<file path="config.mk">
export PLATFORM = sky130hd
export DESIGN_NAME = vpid_ctrl
export DESIGN_NICKNAME = d
export VERILOG_FILES = /design/src/hdl/vpid_pkg.sv /design/src/hdl/vpid_ctrl.sv
export SDC_FILE = /design/constraint.sdc
export NUM_CORES = 1
export LEC_CHECK = 0
export ABC_AREA = 1
export BUFFER_PORTS_ARGS = -buffer_cell sky130_fd_sc_hd__buf_4
export CAP_MARGIN = 5
export CORE_UTILIZATION = 49
export CTS_BUF_LIST = sky130_fd_sc_hd__clkbuf_2 sky130_fd_sc_hd__clkbuf_4 sky130_fd_sc_hd__clkbuf_8
export CTS_CLUSTER_SIZE = 25
export DETAILED_ROUTE_END_ITERATION = 10
export PLACE_DENSITY_LB_ADDON = 0.3
export RECOVER_POWER = 50
export SLEW_MARGIN = 20
export SYNTH_ARGS = -nofsm -noshare
export SYNTH_HDL_FRONTEND = slang
export SYNTH_SLANG_ARGS = --single-unit
</file>
<file path="constraint.sdc">
create_clock -name clk -period 1.4 [get_ports clk]
set_clock_uncertainty 0.15 [all_clocks]
set_input_delay 0.21 -clock clk [delete_from_list [all_inputs] [get_ports clk]]
set_output_delay 0.21 -clock clk [all_outputs]
set_load 0.03 [all_outputs]
</file>
<file path="src/hdl/vpid_pkg.sv">
`timescale 1ns / 1ps
// ----------------------------------------------------------------------------
// vpid_pkg
// Shared types, constants and command/status structures of the velocity
// PID inner loop.
// ----------------------------------------------------------------------------
package vpid_pkg;

  localparam int FRAC_BITS = 16;
  localparam int ONE_Q     = 1 << FRAC_BITS;
  localparam int US_PER_S  = 1000000;

  localparam int DATA_W    = 32;
  localparam int TAU_W     = 31;
  localparam int VD_W      = 26;
  localparam int XY_W      = 21;
  localparam int CFG_IDX_W = 2;
  localparam int MUL_W     = 34;
  localparam int PROD_W    = 2 * MUL_W;
  localparam int PQ_W      = 48;            // product after the Q shift
  localparam int ACC_W     = 52;
  localparam int DIV_REM_W = 53;
  localparam int DIV_Q_W   = 32;
  localparam int DIV_CNT_W = 6;

  // configuration register indexes
  localparam logic [CFG_IDX_W-1:0] CFG_HEIGHT_KP = 2'd0;
  localparam logic [CFG_IDX_W-1:0] CFG_HEIGHT_KI = 2'd1;
  localparam logic [CFG_IDX_W-1:0] CFG_HEIGHT_KD = 2'd2;
  localparam logic [CFG_IDX_W-1:0] CFG_LP_TAU    = 2'd3;

  localparam logic [TAU_W-1:0] TAU_RESET = 31'd524;

  // fixed X/Y gains, altitude threshold and loop limits
  localparam logic signed [DATA_W-1:0] XY_KP   = 32'(-4 * ONE_Q);
  localparam logic signed [DATA_W-1:0] XY_KI   = 32'(-((ONE_Q + 500) / 1000));
  localparam logic signed [DATA_W-1:0] XY_KD   = 32'(-((3 * ONE_Q + 5) / 10));
  localparam logic signed [DATA_W-1:0] ALT_MIN = 32'(ONE_Q / 10);
  localparam logic signed [DATA_W-1:0] ILIM_H  = 32'(120 * ONE_Q);
  localparam logic signed [DATA_W-1:0] ILIM_XY = 32'(4 * ONE_Q);
  localparam logic signed [DATA_W-1:0] VD_LO   = 32'(-100 * ONE_Q);
  localparam logic signed [DATA_W-1:0] VD_HI   = 32'(300 * ONE_Q);
  localparam logic signed [DATA_W-1:0] XY_LO   = 32'(-10 * ONE_Q);
  localparam logic signed [DATA_W-1:0] XY_HI   = 32'(10 * ONE_Q);

  typedef enum logic [1:0] {
    LOOP_H,
    LOOP_X,
    LOOP_Y
  } loop_t;

  typedef enum logic [4:0] {
    OP_NONE,
    OP_LOAD,
    OP_TAU_MUL,
    OP_ALPHA_START,
    OP_ALPHA_DONE,
    OP_ERR,
    OP_DIFF,
    OP_MAG_MUL,
    OP_QUOT_START,
    OP_RAW,
    OP_FILT_MUL,
    OP_FILT_UPD,
    OP_STORE_ERR,
    OP_MUL_P,
    OP_MUL_D,
    OP_MUL_I,
    OP_INTEG,
    OP_SUM,
    OP_CLAMP,
    OP_EMIT
  } dp_op_t;

  typedef enum logic [4:0] {
    S_IDLE,
    S_TAU,
    S_ASTART,
    S_AWAIT,
    S_ERR,
    S_DIFF,
    S_MAG,
    S_QSTART,
    S_QWAIT,
    S_FMUL,
    S_FUPD,
    S_STORE,
    S_MULP,
    S_MULD,
    S_MULI,
    S_INTEG,
    S_SUM,
    S_CLAMP,
    S_EMIT
  } ctrl_state_t;

  typedef struct packed {
    dp_op_t op;
    loop_t  loop;
  } dp_cmd_t;

  typedef struct packed {
    logic div_busy;
    logic tau_zero;
    logic delta_zero;
    logic xy_active;
    logic out_busy;
  } dp_sts_t;

  function automatic logic signed [ACC_W-1:0] sx_acc(input logic signed [DATA_W-1:0] v);
    return {{(ACC_W-DATA_W){v[DATA_W-1]}}, v};
  endfunction

endpackage

</file>
<file path="src/hdl/vpid_ctrl.sv">
`timescale 1ns / 1ps
// ----------------------------------------------------------------------------
// vpid_ctrl
// Sequencer of the velocity PID: walks the datapath through timing, filter
// coefficient, height loop and, if active, the X/Y loops; one command per cycle.
// ----------------------------------------------------------------------------
module vpid_ctrl import vpid_pkg::*; (
  input  logic    clk,
  input  logic    rst_n,
  input  logic    in_valid,
  output logic    in_stall,
  input  dp_sts_t sts,
  output dp_cmd_t cmd
);

  ctrl_state_t state_r, state_nxt;
  loop_t       loop_r, loop_nxt;

  always_ff @(posedge clk) begin
    if (!rst_n) begin
      state_r <= S_IDLE;
      loop_r  <= LOOP_H;
    end else begin
      state_r <= state_nxt;
      loop_r  <= loop_nxt;
    end
  end

  always_comb begin
    state_nxt = state_r;
    loop_nxt  = loop_r;
    cmd.op    = OP_NONE;
    cmd.loop  = loop_r;
    in_stall  = 1'b1;
    case (state_r)
      S_IDLE: begin
        in_stall = 1'b0;
        if (in_valid) begin
          cmd.op    = OP_LOAD;
          loop_nxt  = LOOP_H;
          state_nxt = S_TAU;
        end
      end
      S_TAU: begin
        cmd.op    = OP_TAU_MUL;
        state_nxt = S_ASTART;
      end
      S_ASTART: begin
        cmd.op    = OP_ALPHA_START;
        state_nxt = sts.tau_zero ? S_ERR : S_AWAIT;
      end
      S_AWAIT: begin
        if (!sts.div_busy) begin
          cmd.op    = OP_ALPHA_DONE;
          state_nxt = S_ERR;
        end
      end
      S_ERR: begin
        cmd.op    = OP_ERR;
        state_nxt = S_DIFF;
      end
      S_DIFF: begin
        cmd.op    = OP_DIFF;
        // equal timestamps hold the filtered derivative
        state_nxt = sts.delta_zero ? S_STORE : S_MAG;
      end
      S_MAG: begin
        cmd.op    = OP_MAG_MUL;
        state_nxt = S_QSTART;
      end
      S_QSTART: begin
        cmd.op    = OP_QUOT_START;
        state_nxt = S_QWAIT;
      end
      S_QWAIT: begin
        if (!sts.div_busy) begin
          cmd.op    = OP_RAW;
          state_nxt = S_FMUL;
        end
      end
      S_FMUL: begin
        cmd.op    = OP_FILT_MUL;
        state_nxt = S_FUPD;
      end
      S_FUPD: begin
        cmd.op    = OP_FILT_UPD;
        state_nxt = S_STORE;
      end
      S_STORE: begin
        cmd.op    = OP_STORE_ERR;
        state_nxt = S_MULP;
      end
      S_MULP: begin
        cmd.op    = OP_MUL_P;
        state_nxt = S_MULD;
      end
      S_MULD: begin
        cmd.op    = OP_MUL_D;
        state_nxt = S_MULI;
      end
      S_MULI: begin
        cmd.op    = OP_MUL_I;
        state_nxt = S_INTEG;
      end
      S_INTEG: begin
        cmd.op    = OP_INTEG;
        state_nxt = S_SUM;
      end
      S_SUM: begin
        cmd.op    = OP_SUM;
        state_nxt = S_CLAMP;
      end
      S_CLAMP: begin
        cmd.op = OP_CLAMP;
        if (loop_r == LOOP_H && sts.xy_active) begin
          loop_nxt  = LOOP_X;
          state_nxt = S_ERR;
        end else if (loop_r == LOOP_X) begin
          loop_nxt  = LOOP_Y;
          state_nxt = S_ERR;
        end else begin
          state_nxt = S_EMIT;
        end
      end
      S_EMIT: begin
        if (!sts.out_busy) begin
          cmd.op    = OP_EMIT;
          state_nxt = S_IDLE;
        end
      end
      default: state_nxt = S_IDLE;
    endcase
  end

endmodule

</file>
==> results.py, run 1 <==
metrics = {
    "run_status": {
        "status": "did not finish",
        "stop_stage": "4_1_cts",
        "stop_error": "[ERROR DPL-0038] Utilization greater than 100%, impossible to legalize",
    },
    "clock_network": {
        "cts.path.max_buffers": 2,
        "cts_setup_buffers": 5,
        "numCtsBuffers": 3,
        "cts.sinks": 7,
        "ctsResizeCount": 46,
        "clock-root-buffer": "clkbuf_4",
        "cts_max_level": 1,
        "cts_hold_buffers": 0,
    },
    "placed_design": {
        "finalWeightedCongestion": 0.906,
        "place_inst": 176,
        "dpl.hpwl_um": 2110,
        "pre_cts_slack_ps": -253,
        "numPortBuffers": 15,
    },
    "synth": {
        "synthTopCellsByArea": "nand2_1, dfxtp_1, inv_1",
        "synth_top_area_share": 0.237,
        "ys_top_cells_by_count": "nand2_1, inv_1, nor2_1",
        "ys_types": 17,
        "synthArstFlopShare": 0,
        "synthFlopType": "dfxtp_1",
        "synth_seq_area_share": 0.211,
        "synth.avg_cell_area_um2": 5.32,
        "ys_ff_latch": 7,
        "synth_top_area_cell": "nand2_1",
        "yosysWarnings": 0,
        "syn_area_um2": 664,
        "synth_edf_count": 0,
        "syn_inst": 125,
        "yosysMostFrequentCell": "nand2_1",
        "synth_fp_nets": 133,
    },
    "floorplanning": {
        "dieWidth_um": 38.8,
        "num_io_pins": 16,
        "initial_core_util": 0.560,
        "die_h_um": 38.8,
        "core.rowCount": 12,
    },
}
==> through the flow <==
step	hold WS [ps]	cell area, um^2	utilization
3_5_place_dp	268	1030	0.865
2_1_floorplan	157	731	-
3_3_place_gp	262	1030	0.865
==> logic make-up after synthesis <==
family | Yosys count | synth area share
simple gates | 80 | 0.527
compound gates | 19 | 0.154
buf+inv | 19 | 0.107
flops | 7 | 0.211
==> run 2, diff against run 1 <==
--- a/config.mk
+++ b/config.mk
@@ -8,11 +8,10 @@
 export ABC_AREA = 1
 export BUFFER_PORTS_ARGS = -buffer_cell sky130_fd_sc_hd__buf_4
 export CAP_MARGIN = 5
-export CORE_UTILIZATION = 49
-export CTS_BUF_LIST = sky130_fd_sc_hd__clkbuf_2 sky130_fd_sc_hd__clkbuf_4 sky130_fd_sc_hd__clkbuf_8
-export CTS_CLUSTER_SIZE = 25
+export CORE_AREA = 2 2 63 65
 export DETAILED_ROUTE_END_ITERATION = 10
-export PLACE_DENSITY_LB_ADDON = 0.3
+export DIE_AREA = 0 0 65 67
+export PLACE_DENSITY_LB_ADDON = 0.15
 export RECOVER_POWER = 50
 export SLEW_MARGIN = 20
 export SYNTH_ARGS = -nofsm -noshare
==> constraint.sdc (replaced) <==
create_clock -name clk -period 1.8 [get_ports clk]
set_clock_uncertainty 0.15 [all_clocks]
set_input_delay 0.27 -clock clk [delete_from_list [all_inputs] [get_ports clk]]
set_output_delay 0.27 -clock clk [all_outputs]
set_load 0.03 [all_outputs]
==> run 2 against run 1 <==
The flow now finishes, with violations (setup timing); synthesized cell count did not move; synthesized area did not move.
==> results.py, run 2 <==
metrics = {
    "floorplanning": {
        "die_h_um": 67,
        "core_um2": 3610,
        "die-area_um2": 4360,
        "num_io_pins": 16,
        "initial_core_util": 0.184,
        "dieWidth_um": 65,
        "core.rowCount": 22,
    },
    "synth": {
        "syn_inst": 125,
        "synthTopCellsByArea": "nand2_1, dfxtp_1, inv_1",
        "synth.avg_cell_area_um2": 5.32,
        "synthFlopType": "dfxtp_1",
        "yosysWarnings": 0,
        "ys_types": 17,
        "yosysMostFrequentCell": "nand2_1",
        "ys_top_cells_by_count": "nand2_1, inv_1, nor2_1",
        "ys_ff_latch": 7,
        "synth_edf_count": 0,
        "synth_top_area_share": 0.237,
        "synth_seq_area_share": 0.211,
        "syn_area_um2": 664,
        "synth_fp_nets": 133,
        "synthArstFlopShare": 0,
        "synth_top_area_cell": "nand2_1",
    },
    "timing": {
        "rsz0062_at_grt": "yes",
        "min_period_ps": 1850,
        "fmax_mhz": 540,
        "layout_setup_ws_ps": -53.2,
        "setup_viol": 3,
        "hold_viol": 0,
        "hold_ws_ps": 105,
        "slew_headroom": 0.759,
        "worstMarginPinSlew_ps": 363,
        "finalMaxSlewViolations": 0,
        "post-route-period-util": 1.03,
    },
    "run_status": {
        "violations": "setup timing",
        "status": "finished, violations left",
    },
    "finish": {
        "num_antenna_cells": 0,
        "largestRegisters": "state_r (5), loop_r (2)",
        "layout-drive-gt1-share": 0.467,
        "largest_reg_flops": 5,
        "final_cell_mix": "nand2_1, buf_4, nor2_1, inv_1, nand2_2",
        "regMostFlops": "state_r",
        "layout_commonest_cell": "nand2_1",
        "syn_to_final_growth_pct": 78.7,
        "finalNetCount": 174,
    },
    "critical_path": {
        "crit_buf_inv": 2,
        "worstPathCellList": "inv_2, nand2_1, nor2_2, nand2_2, o21ai_2, or3_1, buf_6",
        "crit_arrival_ps": 1430,
        "slowest_stage": "dfxtp_4",
        "slowest_delay_ps": 410,
        "crit_fanout": 5,
        "cp-start-kind": "register",
        "critPathKind": "register to output port",
        "critPathRequiredTime_ps": 1380,
        "cp_top_family": "simple AND/OR/NAND/NOR gates",
        "critPathCaptureType": "output port",
    },
    "pwr": {
        "ir_drop_v": 0.000349,
        "p_per_area_nw_per_um2": 1240,
        "switching_share": 0.479,
        "power_switching_mw": 0.703,
        "power_frac_seq": 0.179,
        "internal_power_mw": 0.766,
        "p_leak_nw": 0.606,
        "clkPwrFrac": 0.146,
        "power_frac_comb": 0.676,
    },
    "clock_network": {
        "clk_latency_ps": 220,
        "cts.path.max_buffers": 2,
        "cts_tree": "done",
        "cts_max_level": 1,
        "numCtsBuffers": 3,
        "clk_pin_slew_worst_paths_ps": 40,
        "clock-root-buffer": "clkbuf_8",
        "cts.sinks": 7,
    },
    "placed_design": {
        "pre_cts_slack_ps": 28.3,
        "numPortBuffers": 15,
        "finalWeightedCongestion": 0.876,
        "dpl.hpwl_um": 1980,
    },
    "routing": {
        "drt-vias-per-instance": 4.35,
        "drt-met1-wl_um": 1010,
        "routedWlPerCell_um": 11.7,
        "wl_met3_um": 65,
        "routed.top_layer": "met4",
        "route.vias.total": 926,
        "ant_nets": 0,
        "drt_iter0_markers": 50,
        "finalWirelength_um": 2490,
        "wl_met2_um": 1350,
        "first_pass_iters": 4,
        "drc": 0,
    },
    "grt": {
        "grt_use_total": 0.115,
        "grt_max_degree": 7,
        "antenna_found_initial": 0,
        "grt_first_pass_wirelength_um": 3810,
        "gr-total-overflow": 0,
        "grt_pass1_vias": 890,
    },
    "hold_path": {
        "hp-class": "input port to register",
    },
    "flow_run": {
        "maxCapViolCount": 0,
    },
}
-- run 2: cell counts after synthesis --
No cell type changed its count.
-- run 2: kinds of logic after synthesis --
logic type | share of synthesized area
AND/OR/NAND/NOR | 0.527
flip-flops | 0.211
buffers and inverters | 0.107
AO/OA/AOI/OAI | 0.154
-- run 2: path summary, 6_finish.rpt --
path	start	endpoint	slack, ps	depth (start not counted)
min reg2reg	loop_r[0]	loop_r[0]	340	2
min	rst_n	state_r[4]	100	3
max	state_r[0]	cmd[5]	-50	7
max reg2reg	state_r[0]	state_r[0]	190	10
-- run 2: power by group through the flow --
stage	clock network, mW	logic, mW	registers [mW]
after floorplan	0	0.466	0.232
after global routing	0.237	1.06	0.268
after detailed placement	0	0.778	0.226
after global placement	0	0.797	0.222
after CTS	0.224	0.865	0.237
final	0.214	0.992	0.263
-- run 2: through the flow --
stage | util | cells | setup TNS [ps] | cell area [um^2] | total power [mW]
CTS | 0.299 | 211 | -154 | 1080 | 1.33
global placement | 0.263 | 203 | 0 | 950 | 1.02
finish | 0.329 | 213 | -62.1 | 1190 | 1.47
floorplan | - | 125 | 0 | 664 | 0.698
global route | 0.329 | 213 | -424 | 1190 | 1.57
detailed placement | 0.263 | 203 | 0 | 950 | 1.00
-- run 2: final cells by class --
| cell class | instances | area (um^2) |
|---|---|---|
| Clock buffer | 3 | 41.3 |
| Clock inverter | 1 | 5.00 |
| Fill cell | 396 | 2420 |
| Inverter | 19 | 73.8 |
| Multi-Input combinational cell | 99 | 557 |
| Sequential cell | 7 | 156 |
| Tap cell | 48 | 60.1 |
| Timing Repair Buffer | 36 | 294 |
-- run 2: per-layer routing --
metal / global-route usage / up-vias
met5: 0 / -
met4: 0.0798 / 0
met3: 0.0186 / 6
met2: 0.206 / 20
met1: 0.124 / 415
li1: - / 485
-- run 2: worst min-delay path, stage by stage --
cell and delay (ps):
buf_4 90, nand2_1 50, inv_1 40
-- run 2: repair_timing --
item	4_1_cts	5_1_grt
endpoints found under the setup margin	5	5
setup buffers	4	2
hold buffers	0	0
resized for setup	23	30
pin swaps	4	7
(Power assumes the default switching activity.)
==> run 3, diff against run 2 <==
--- a/config.mk
+++ b/config.mk
@@ -17,3 +17,4 @@
 export SYNTH_ARGS = -nofsm -noshare
 export SYNTH_HDL_FRONTEND = slang
 export SYNTH_SLANG_ARGS = --single-unit
+export TNS_END_PERCENT = 50
==> run 3 against run 2 <==
The flow still finishes with violations (setup timing); clock power about the same; final cell count down 0.47%; via count down 0.11%; worst hold slack worse by 2.0 ps; critical path depth down 2; critical path type unchanged; setup slack better by 13 ps; global-route usage unchanged; critical endpoint unchanged.
==> results.py, run 3 (same netlist as run 2, synthesis figures left out) <==
metrics = {
    "run_status": {
        "status": "finished, violations left",
        "violations": "setup timing",
    },
    "critical_path": {
        "critPathCaptureType": "output port",
        "crit_arrival_ps": 1420,
        "crit_fanout": 6,
        "critPathRequiredTime_ps": 1380,
        "critPathKind": "register to output port",
        "cp-start-kind": "register",
    },
    "placed_design": {
        "finalWeightedCongestion": 0.876,
        "numPortBuffers": 15,
        "dpl.hpwl_um": 1980,
        "place_inst": 203,
    },
    "grt": {
        "grt_max_degree": 7,
        "grt_pass1_vias": 890,
        "grt_use_total": 0.115,
        "grt_first_pass_wirelength_um": 3810,
        "antenna_found_initial": 0,
        "use_met2": 0.206,
        "grt_use_met3": 0.0186,
        "gr-total-overflow": 0,
        "top_usage_layer": "met2",
        "met1_usage": 0.124,
    },
    "timing": {
        "layout_setup_ws_ps": -40.0,
        "fmax_mhz": 543,
        "hold_viol": 0,
        "slew_headroom": 0.759,
        "finalMaxSlewViolations": 0,
        "post-route-period-util": 1.02,
        "setup-tns-final_ps": -45.1,
        "rsz0062_at_grt": "yes",
        "worstMarginPinSlew_ps": 363,
        "min_period_ps": 1840,
        "setup_viol": 2,
    },
    "finish": {
        "largestRegisters": "state_r (5), loop_r (2)",
        "stdcell_count": 212,
        "largest_reg_flops": 5,
        "fill_cells": 402,
        "layout_commonest_cell": "nand2_1",
        "regMostFlops": "state_r",
        "layout-drive-gt1-share": 0.451,
        "final_cell_mix": "nand2_1, buf_4, nor2_1, inv_1, nand2_2",
        "finalNetCount": 173,
        "num_antenna_cells": 0,
        "syn_to_final_growth_pct": 73.6,
    },
    "clock_network": {
        "cts_tree": "done",
        "clk_latency_ps": 220,
        "clk_pin_slew_worst_paths_ps": 40,
        "clock-root-buffer": "clkbuf_8",
        "cts_max_level": 1,
        "numCtsBuffers": 3,
        "cts.sinks": 7,
        "cts.path.max_buffers": 2,
    },
    "pwr": {
        "power_frac_comb": 0.659,
        "clkPwrFrac": 0.155,
        "p_leak_nw": 0.593,
        "switching_share": 0.490,
        "power_switching_mw": 0.677,
        "power_frac_seq": 0.187,
        "finalPower_mw": 1.38,
        "internal_power_mw": 0.705,
        "p_per_area_nw_per_um2": 1200,
        "ir_drop_v": 0.000337,
    },
    "flow_run": {
        "maxCapViolCount": 0,
    },
    "routing": {
        "first_pass_iters": 4,
        "ant_nets": 0,
        "drt-vias-per-instance": 4.36,
        "drt_iter0_markers": 66,
        "drc": 0,
        "route.vias.total": 925,
        "finalWirelength_um": 2430,
        "routedWlPerCell_um": 11.5,
    },
    "floorplanning": {
        "core_um2": 3610,
        "core.rowCount": 22,
        "dieWidth_um": 65,
        "die_h_um": 67,
        "die-area_um2": 4360,
        "initial_core_util": 0.184,
        "num_io_pins": 16,
    },
    "hold_path": {
        "hp-class": "input port to register",
    },
}
[run 3: final timing paths]
kind,startpoint,endpoint,cells past startpoint,slack (ps)
worst max-delay path,state_r[0],cmd[5],5,-40
worst min-delay path,rst_n,state_r[4],3,100
worst max register to register,state_r[1],state_r[0],10,210
worst min register to register,loop_r[0],loop_r[0],2,350
[run 3: power groups by stage]
| stage | clock network, mW | logic, mW | registers (mW) |
|---|---|---|---|
| after CTS | 0.224 | 0.865 | 0.237 |
| after detailed placement | 0 | 0.778 | 0.226 |
| after global routing | 0.237 | 0.985 | 0.265 |
| final | 0.214 | 0.910 | 0.258 |
| after global placement | 0 | 0.797 | 0.222 |
| after floorplan | 0 | 0.466 | 0.232 |
[run 3: critical path: stages (launching register included)]
cell	delay (ps)
dfxtp_4	410
inv_2	60
nand4_1	120
nand3_2	100
or3_1	360
buf_6	150
[run 3: timing repair]
action | 4_1_cts | 5_1_grt
pin swaps | 4 | 5
resized for setup | 23 | 27
setup endpoints to repair | 5 | 5
hold buffers | 0 | 0
setup buffers | 4 | 1
[run 3: stage by stage]
stage          setup slack (ps)  hold WS (ps)   util  area, um^2
6_report                  -40.0           103  0.320        1150
5_1_grt                    -104           105  0.320        1150
4_1_cts                   -51.9           102  0.299        1080
3_5_place_dp               28.3           336  0.263         950
3_3_place_gp               39.6           332  0.263         950
2_1_floorplan               112           218      -         664
[run 3: area by class of cell]
| class | instances | area, um^2 | share of cell area |
|---|---|---|---|
| Tap cell | 48 | 60.1 | 0.0521 |
| Timing Repair Buffer | 35 | 270 | 0.234 |
| Clock inverter | 1 | 5.00 | 0.00434 |
| Multi-Input combinational cell | 99 | 549 | 0.476 |
| Sequential cell | 7 | 156 | 0.136 |
| Inverter | 19 | 71.3 | 0.0618 |
| Clock buffer | 3 | 41.3 | 0.0358 |
[run 3: per-layer routing]
metal	share of wire	wire length, um
met4	0.018	44
met1	0.40	981
met3	0.033	80
met5	0	0
met2	0.54	1320
==> run 4, diff against run 3 <==
==> constraint.sdc (replaced) <==
create_clock -name clk -period 2.2 [get_ports clk]
set_clock_uncertainty 0.15 [all_clocks]
set_input_delay 0.33 -clock clk [delete_from_list [all_inputs] [get_ports clk]]
set_output_delay 0.33 -clock clk [all_outputs]
set_load 0.03 [all_outputs]
==> run 4 against run 3 <==
The run now ends clean; power decreased by 33%; die area unchanged; highest routed layer unchanged; sequential cell count unchanged; critical endpoint unchanged; first-iteration DRC count decreased by 35%; final cell count decreased by 9.4%; largest power group unchanged; clock-buffer cell count increased by 1.
==> results.py, run 4 (same netlist as run 2, synthesis figures left out) <==
metrics = {
    "run_status": {
        "status": "completed",
    },
    "pwr": {
        "power_switching_mw": 0.467,
        "switching_share": 0.502,
        "ir_drop_v": 0.000226,
        "p_per_area_nw_per_um2": 1050,
        "p_leak_nw": 0.472,
        "internal_power_mw": 0.464,
        "power_frac_comb": 0.612,
        "clkPwrFrac": 0.188,
        "power_frac_seq": 0.200,
    },
    "clock_network": {
        "numCtsBuffers": 3,
        "ctsResizeCount": 0,
        "clk_latency_ps": 220,
        "clock-root-buffer": "clkbuf_8",
        "cts_max_level": 1,
        "cts.path.max_buffers": 2,
        "clk_pin_slew_worst_paths_ps": 40,
        "cts_hold_buffers": 0,
        "cts_setup_buffers": 0,
        "cts_tree": "done",
        "cts.sinks": 7,
    },
    "timing": {
        "slew_headroom": 0.759,
        "post-route-period-util": 0.960,
        "worstMarginPinSlew_ps": 363,
        "fmax_mhz": 473,
        "finalMaxSlewViolations": 0,
        "hold_ws_ps": 161,
        "min_period_ps": 2110,
        "rsz0062_at_grt": "yes",
        "setup_viol": 0,
        "hold_viol": 0,
        "layout_setup_ws_ps": 87.1,
    },
    "routing": {
        "drt-vias-per-instance": 4.46,
        "first_pass_iters": 5,
        "drt_iter0_markers": 43,
        "routedWlPerCell_um": 11.0,
        "drc": 0,
        "finalWirelength_um": 2110,
        "ant_nets": 0,
        "route.vias.total": 857,
    },
    "hold_path": {
        "hp-class": "input port to register",
        "holdCritStartpoint": "rst_n",
    },
    "finish": {
        "syn_to_final_growth_pct": 33.3,
        "largestRegisters": "state_r (5), loop_r (2)",
        "register_area_um2": 144,
        "final_cell_mix": "nand2_1, inv_1, nor2_1, buf_4",
        "largest_reg_flops": 5,
        "num_antenna_cells": 0,
        "stdcell_count": 192,
        "fin_util": 0.246,
        "layout_commonest_cell": "nand2_1",
        "fill_cells": 426,
        "finalNetCount": 153,
        "regMostFlops": "state_r",
        "layout-drive-gt1-share": 0.181,
        "multiInputGateArea_um2": 460,
    },
    "critical_path": {
        "slowest_delay_ps": 370,
        "setup.worst_path.start": "state_r[4]",
        "crit_buf_inv": 3,
        "cp-start-kind": "register",
        "cp_top_family": "simple AND/OR/NAND/NOR gates",
        "critPathRequiredTime_ps": 1720,
        "crit_arrival_ps": 1630,
        "r2r-start": "state_r[3]",
        "slowest_stage": "dfxtp_2",
        "cp_common_cell": "nand3_1",
        "critPathKind": "register to output port",
        "worstPathCellList": "inv_2, nand3_1, inv_1, nand2_1, nand3_1, or3_1, buf_4",
        "critPathCaptureType": "output port",
        "crit_fanout": 7,
    },
    "floorplanning": {
        "dieWidth_um": 65,
        "die_h_um": 67,
        "core.rowCount": 22,
        "core_um2": 3610,
        "die-area_um2": 4360,
        "initial_core_util": 0.184,
        "num_io_pins": 16,
    },
    "placed_design": {
        "numPortBuffers": 15,
        "dpl.hpwl_um": 1840,
        "pre_cts_slack_ps": 259,
        "finalWeightedCongestion": 0.869,
        "place_inst": 188,
    },
    "grt": {
        "gr-total-overflow": 0,
        "grt_use_total": 0.105,
        "grt_pass1_vias": 864,
        "grt_first_pass_wirelength_um": 3530,
        "antenna_found_initial": 0,
        "grt_max_degree": 8,
    },
    "flow_run": {
        "maxCapViolCount": 0,
    },
}
[run 4: cell count changes in the layout (fill, tap and decap cells not counted), sizes merged]
cell and delta:
buf -19, clkinv -1
[run 4: worst reg2reg max path, cell delays in order, from the launching register on]
cell and delay (ps):
dfxtp_2 360, inv_1 180, nand2_1 110, nor2_1 220, nand2_1 130, nand2_1 130
nor2_1 70, nand2_1 60, a21oi_1 50
[run 4: path summary, 6_finish.rpt]
| kind | end | slack [ps] | cells past startpoint |
|---|---|---|---|
| setup reg to reg | state_r[0] | 630 | 8 |
| hold reg to reg | loop_r[1] | 340 | 2 |
| setup / recovery | cmd[5] | 90 | 7 |
| hold / removal | state_r[4] | 160 | 3 |
[run 4: power groups by stage]
stage | clock (mW) | sequential (mW) | combinational, mW
2_1_floorplan | 0 | 0.190 | 0.382
3_3_place_gp | 0 | 0.185 | 0.592
3_5_place_dp | 0 | 0.185 | 0.573
4_1_cts | 0.183 | 0.183 | 0.575
5_1_grt | 0.196 | 0.190 | 0.634
6_report | 0.175 | 0.186 | 0.570
[run 4: area by class of cell]
type,instances,area share
timing repair buffer,15,0.119
tap,48,0.0678
multi-input combinational,99,0.520
inverter,19,0.0805
sequential,7,0.162
clock buffer,4,0.0508
[run 4: through the flow]
stage | TNS, ps | instance area [um^2] | total power [mW]
detailed placement | 0 | 837 | 0.759
finish | 0 | 886 | 0.931
floorplan | 0 | 664 | 0.571
global placement | 0 | 837 | 0.777
global route | -12.5 | 886 | 1.02
CTS | 0 | 882 | 0.941
[run 4: metal layers]
layer | vias to the layer above | track usage | share of wire
li1 | 439 | - | -
met1 | 380 | 0.112 | 0.41
met2 | 28 | 0.186 | 0.49
met3 | 10 | 0.0135 | 0.051
met4 | 0 | 0.0878 | 0.048
met5 | - | 0 | 0
